`config.mk`:
```
export PLATFORM = sky130hd
export DESIGN_NAME = bb3_ctrl
export DESIGN_NICKNAME = d
export VERILOG_FILES = /design/src/hw/rtl/bb3_pkg.sv /design/src/hw/rtl/bb3_ctrl.sv
export SDC_FILE = /design/constraint.sdc
export NUM_CORES = 1
export LEC_CHECK = 0
export BUFFER_PORTS_ARGS = -buffer_cell sky130_fd_sc_hd__buf_4
export CORE_AREA = 2 2 39 41
export DETAILED_ROUTE_END_ITERATION = 12
export DIE_AREA = 0 0 41 43
export MAX_ROUTING_LAYER = met4
export PLACE_DENSITY = 0.44
export SYNTH_ARGS = -nofsm -noshare
export SYNTH_HDL_FRONTEND = slang
export SYNTH_SLANG_ARGS = --single-unit
export TNS_END_PERCENT = 30
```
`constraint.sdc`:
```
create_clock -name clk -period 1 [get_ports clk]
set_input_delay 0.1 -clock clk [delete_from_list [all_inputs] [get_ports clk]]
set_output_delay 0.1 -clock clk [all_outputs]
set_load 0.02 [all_outputs]
```
`src/hw/rtl/bb3_pkg.sv`:
```
// bb3_pkg: shared types, constants and helpers for the 3x3 box blur.
// Used by bb3_ctrl, bb3_datapath and box_blur_3x3_clamped. No dependencies.
package bb3_pkg;

  // Default frame limits, handed down as parameters from the top level
  localparam int DEF_MAX_WIDTH  = 1024;
  localparam int DEF_MAX_HEIGHT = 1024;

  // Configuration register map and geometry
  localparam int CFG_DATA_W = 11;
  localparam int CFG_IDX_W  = 2;
  localparam logic [CFG_IDX_W-1:0] REG_FRAME_WIDTH  = 2'd0;
  localparam logic [CFG_IDX_W-1:0] REG_FRAME_HEIGHT = 2'd1;
  localparam logic [CFG_DATA_W-1:0] FRAME_WIDTH_RST  = 11'd1024;
  localparam logic [CFG_DATA_W-1:0] FRAME_HEIGHT_RST = 11'd1024;

  // Datapath widths
  localparam int PIX_W   = 8;
  localparam int SUM_W   = 12;  // 9 * 255 fits
  localparam int CNT_W   = 4;   // up to 9 neighbours
  localparam int RECIP_W = 17;
  localparam int RECIP_SHIFT = 16;
  localparam int PROD_W  = SUM_W + RECIP_W;

  // Input kind codes
  localparam logic KIND_PIXEL = 1'b0;
  localparam logic KIND_DRAIN = 1'b1;

  // Controller to datapath
  typedef struct packed {
    logic take;      // input word accepted this cycle
    logic read_en;   // issue one neighbour read and step the tap counter
    logic mul_en;    // register sum times reciprocal
    logic load_out;  // move the quotient into the output register
  } bb3_cmd_t;

  // Datapath to controller
  typedef struct packed {
    logic emit;      // the word on the input side gives a result
    logic tap_last;  // the read being issued is the ninth
    logic out_free;  // output register can take a new word
  } bb3_status_t;

  // ceil(2^16 / n): floor(s * recip(n) / 2^16) == floor(s / n) for s < 4096
  function automatic logic [RECIP_W-1:0] recip(input logic [CNT_W-1:0] n);
    logic [RECIP_W-1:0] m;
    case (n)
      4'd1:    m = 17'd65536;
      4'd2:    m = 17'd32768;
      4'd3:    m = 17'd21846;
      4'd4:    m = 17'd16384;
      4'd5:    m = 17'd13108;
      4'd6:    m = 17'd10923;
      4'd7:    m = 17'd9363;
      4'd8:    m = 17'd8192;
      4'd9:    m = 17'd7282;
      default: m = '0;
    endcase
    return m;
  endfunction

endpackage

```
`src/hw/rtl/bb3_ctrl.sv`:
```
// bb3_ctrl: sequencer for the box blur; one result at a time.
// Depends on bb3_pkg; drives bb3_datapath through bb3_cmd_t.
module bb3_ctrl
  import bb3_pkg::*;
(
  input  logic        clk,
  input  logic        rst,
  input  logic        in_valid,
  output logic        in_ready,
  input  bb3_status_t status,
  output bb3_cmd_t    cmd
);

  localparam logic [2:0] S_IDLE = 3'd0;
  localparam logic [2:0] S_READ = 3'd1;
  localparam logic [2:0] S_ACC  = 3'd2;
  localparam logic [2:0] S_MUL  = 3'd3;
  localparam logic [2:0] S_DONE = 3'd4;

  logic [2:0] state;
  logic [2:0] state_next;

  assign in_ready = (state == S_IDLE);

  // Commands
  always_comb begin
    cmd          = '0;
    cmd.take     = in_valid && in_ready;
    cmd.read_en  = (state == S_READ);
    cmd.mul_en   = (state == S_MUL);
    cmd.load_out = (state == S_DONE) && status.out_free;
  end

  // Next state
  always_comb begin
    state_next = state;
    case (state)
      S_IDLE: if (cmd.take && status.emit) state_next = S_READ;
      S_READ: if (status.tap_last) state_next = S_ACC;
      S_ACC:  state_next = S_MUL;
      S_MUL:  state_next = S_DONE;
      S_DONE: if (status.out_free) state_next = S_IDLE;
      default: state_next = S_IDLE;
    endcase
  end

  always_ff @(posedge clk) begin
    if (rst) begin
      state <= S_IDLE;
    end else begin
      state <= state_next;
    end
  end

endmodule

```
After elaboration in Yosys (flattened, before gate mapping)
Cells that the tools add are included.
- equality and inequality tests: 7
- mux-type cells: 4
- reductions and logical operators: 5
- operator list (kind ; number):
    case mux 3 bit (5 select lines) ; 1
    two-way mux 3 bit ; 3
    == test 3 x 2 -> 1 bit, second input constant ; 2
    != test 2 bit, second input constant ; 2
    == test 3 x 1 -> 1 bit, second input constant ; 1
    == test 3 bit, second input constant ; 1
    logical AND 1 bit ; 3
    logical NOT 3 bit ; 1
    AND reduction 3 bit ; 1
    != test 2 x 1 -> 1 bit, second input constant ; 1
- register bits after elaboration: 3
- output and inout port bits: 5
- logic and storage cells: 17

Longest topological paths before layout
- word-level depth: 5
- depth in mapped cells: 3
- depth with buffers taken out: 2

Least setup slack after synthesis
Ideal clock, no wire load.
- path type: flip-flop to output port
- start: register state[0]
- end: output port cmd[3] in the netlist's numbering
- data arrival time: 1.281 ns
- setup slack: -0.381 ns
- cell stages (with the launch flop): 4
- cell sequence: dfxtp_1 -> buf_6 -> nor3_1 -> and2_1
- RTL lines (item ; line ; RTL):
    start: declaration ; bb3_ctrl.sv:20 ; logic [2:0] state;
    start signal: assignment ; bb3_ctrl.sv:51 ; state <= state_next;
    end: declaration ; bb3_ctrl.sv:11 ; output bb3_cmd_t cmd

==> key figures <==
Placement
  • Area post-placement: a little under 300 um2
  • GP Congestion: between 0.7 and 0.8
  • # port buffers: 10
  • Number of placed cells counting well taps: between 40 and 50

Detailed routing
  • Initial DRC Count: 1
  • Via count: roughly 220
  • WL/cell: 11.5 um
  • Residual DRC count: 0
  • DR vias/cell: 4.21
  • Drt pass-1 iters: 4
  • Final ANT Viol Nets: 0
  • Final wirelength: 608 um

Timing
  • WHS: between 0.03 and 0.04 ns
  • Final Setup Violations: 5
  • Final worst setup slack: -0.156 ns
  • Final count of pins violating max slew: 0
  • Worst Skew: around 0.0025 ns
  • Tmin final: 1.16 ns
  • Final Cycle Share: 116%
  • Final Hold Viols: 0
  • Peak Freq: a little under 900 MHz
  • Worst-Margin Slew: roughly 0.25 ns
  • Slew Limit Headroom: 83.0%
  • RSZ-0062 raised after global routing: yes

Synthesis
  • EDFF count, synth: 0
  • Post-synthesis register bit count: 3
  • Synth area leaders: dfxtp_1 (31%), buf_6 (12%), a211oi_1 (7.8%), nor4b_2 (7.8%), nor4_2 (6.5%)
  • Yosys warns: 0
  • Top-count cell post-synth: dfxtp_1
  • Post-Syn Nets: 25
  • Post-synthesis sequential area ratio: 31.2%
  • Yosys cell types: 14
  • Share of the synthesized area in the top cell type: 31.2%
  • Ys async rst share: 0%
  • Synth area leader: dfxtp_1
  • Post-synthesis area per instance: 10.1 um2
  • Mapped Area: between 150 and 200 um2
  • Post-Syn Instances: 19
  • Main synth FF type: dfxtp_1
  • Synth top cells by count: dfxtp_1 (3), a211oi_1 (2), buf_6 (2), nor3_1 (2)

Power
  • P_leak: roughly 0.18 nW
  • Power Density: ~1300 nW/um2
  • Total power: 531 uW
  • Max IR drop VDD: approximately 500 uV

Run status
  • Failing checks: negative setup slack
  • Outcome: finished with violations

Floorplanning
  • Io pins: 11
  • Floorplan die width: 41 um
  • Die Ht: around 43 um
  • Die ar.: roughly 1800 um2
  • Initial core utilization: roughly 14%
  • Area of the core: between 1000 and 1500 um2
  • # rows: 14

Global route
  • First-pass GRT wire length: roughly 1 mm
  • Gr usage total: a little under a tenth
  • Largest net degree at the start of global routing: 7
  • Initial antenna violation count: 0
  • Gr ovfl total: 0
  • Vias in the first global route: roughly 240

Job
  • Max Cap Viol: 0

Worst setup path
  • Arr. time, crit path: 1.06 ns
  • Crit Path Max Fanout: 5
  • Startpoint types: register
  • Req. time, crit path: roughly 0.9 ns
  • Crit path capture type: primary output
  • Crit Path Class: register to primary output

Final layout
  • # diodes: 0
  • Top flop regs: state: 3 flops
  • Non-Filler Instances: 53
  • Fin nets: 44
  • Fin util: ~29%
  • Finished Cell Area: 399 um2
  • Max reg flops: 3
  • Layout cells sized above 1: between 80% and 90%
  • Synthesis-to-layout area growth: 107%
  • Largest reg by FF count: state

Clocking
  • Max H-tree Level: 1
  • Clock insertion delay at the later pin of the skew report: 0.24 ns
  • Clk sinks: 3
  • Clock transition at the registers of the reported paths: around 0.04 ns
  • CTS Hold Buffers Added: 0
  • TritonCTS clock tree: yes
  • Clock root buffer: clkbuf_4
  • TritonCTS Buffers: 3
  • Max Root-Sink Buffers: 2

Hold path
  • Worst Hold Class: primary input to register
==> cell usage in the layout (no fill, tap or decap) <==
master / netlist / final
buf_4: 0 / 12
buf_6: 2 / 4
clkbuf_4: 0 / 3
dfxtp_4: 0 / 3
nor3_4: 0 / 2
and3b_2: 0 / 1
nor3b_2: 0 / 1
and2_4: 0 / 1
nand2_1: 1 / 1
nand3b_1: 1 / 1
nand2b_1: 1 / 1
a211oi_2: 0 / 1
nor4b_2: 1 / 1
o21ba_1: 1 / 1
o21a_1: 1 / 1
a211oi_1: 2 / 1
nor4_2: 1 / 1
clkbuf_1: 0 / 1
==> final cells by class <==
cell class              count  area (um2)
clock buffers               4        26.3
fillers                   152         985
multi-input cells          14         146
flip-flops and latches      3        71.3
well taps                  16        20.0
repair buffers             16         135
==> through the flow <==
stage	setup TNS (ns)	setup slack, ns
floorplan	-0.146	-0.0698
global placement	-0.0429	-0.0268
detailed placement	-0.132	-0.0625
CTS	-0.634	-0.163
global route	-0.867	-0.218
finish	-0.554	-0.156
==> power by group <==
group	switching (mW)	internal, mW
Combinational	0.0686	0.0964
Clock	0.0745	0.150
Sequential	0.0157	0.126
Total	0.159	0.373
==> worst max-delay path, cell delays in order, from the launching register on <==
cell and delay (ns):
dfxtp_4 0.36, nor3_4 0.19, and2_4 0.16, buf_6 0.11
==> path summary, 6_finish.rpt <==
check	from	endpoint	slack, ns	cells past startpoint
setup / recovery	state[0]$_SDFFE_PP0P_	cmd[3]	-0.16	3
hold / removal	rst	state[1]$_SDFFE_PP0P_	0.04	2
setup reg to reg	state[1]$_SDFFE_PP0P_	state[0]$_SDFFE_PP0P_	0.02	3
hold reg to reg	state[2]$_SDFFE_PP0P_	state[0]$_SDFFE_PP0P_	0.57	2
==> kinds of logic (layout without fill, tap and decap cells) <==
kind of cell,Yosys count,after routing,share of synthesized area [%]
and+or+nand+nor,10,10,40.3
AOI/OAI and AO/OA,4,4,16.9
buffers and inverters,2,20,11.7
DFF,3,3,31.2
==> repair_timing <==
item / CTS / global route
buffers inserted: 5 / 0
endpoints found under the setup margin: 6 / 6
gates resized for setup: 11 / 4
hold endpoints to repair: 0 / 0
pin swaps: 3 / 2
==> routing by layer <==
metal / global-route usage, % / routed length (um) / up-vias
met3: 3.14 / 13 / 0
met5: - / 0 / -
met2: 14.4 / 376 / 7
met4: 8.00 / 0 / 0
met1: 8.65 / 218 / 109
li1: - / - / 107
Power figures use the tool's default switching activity.
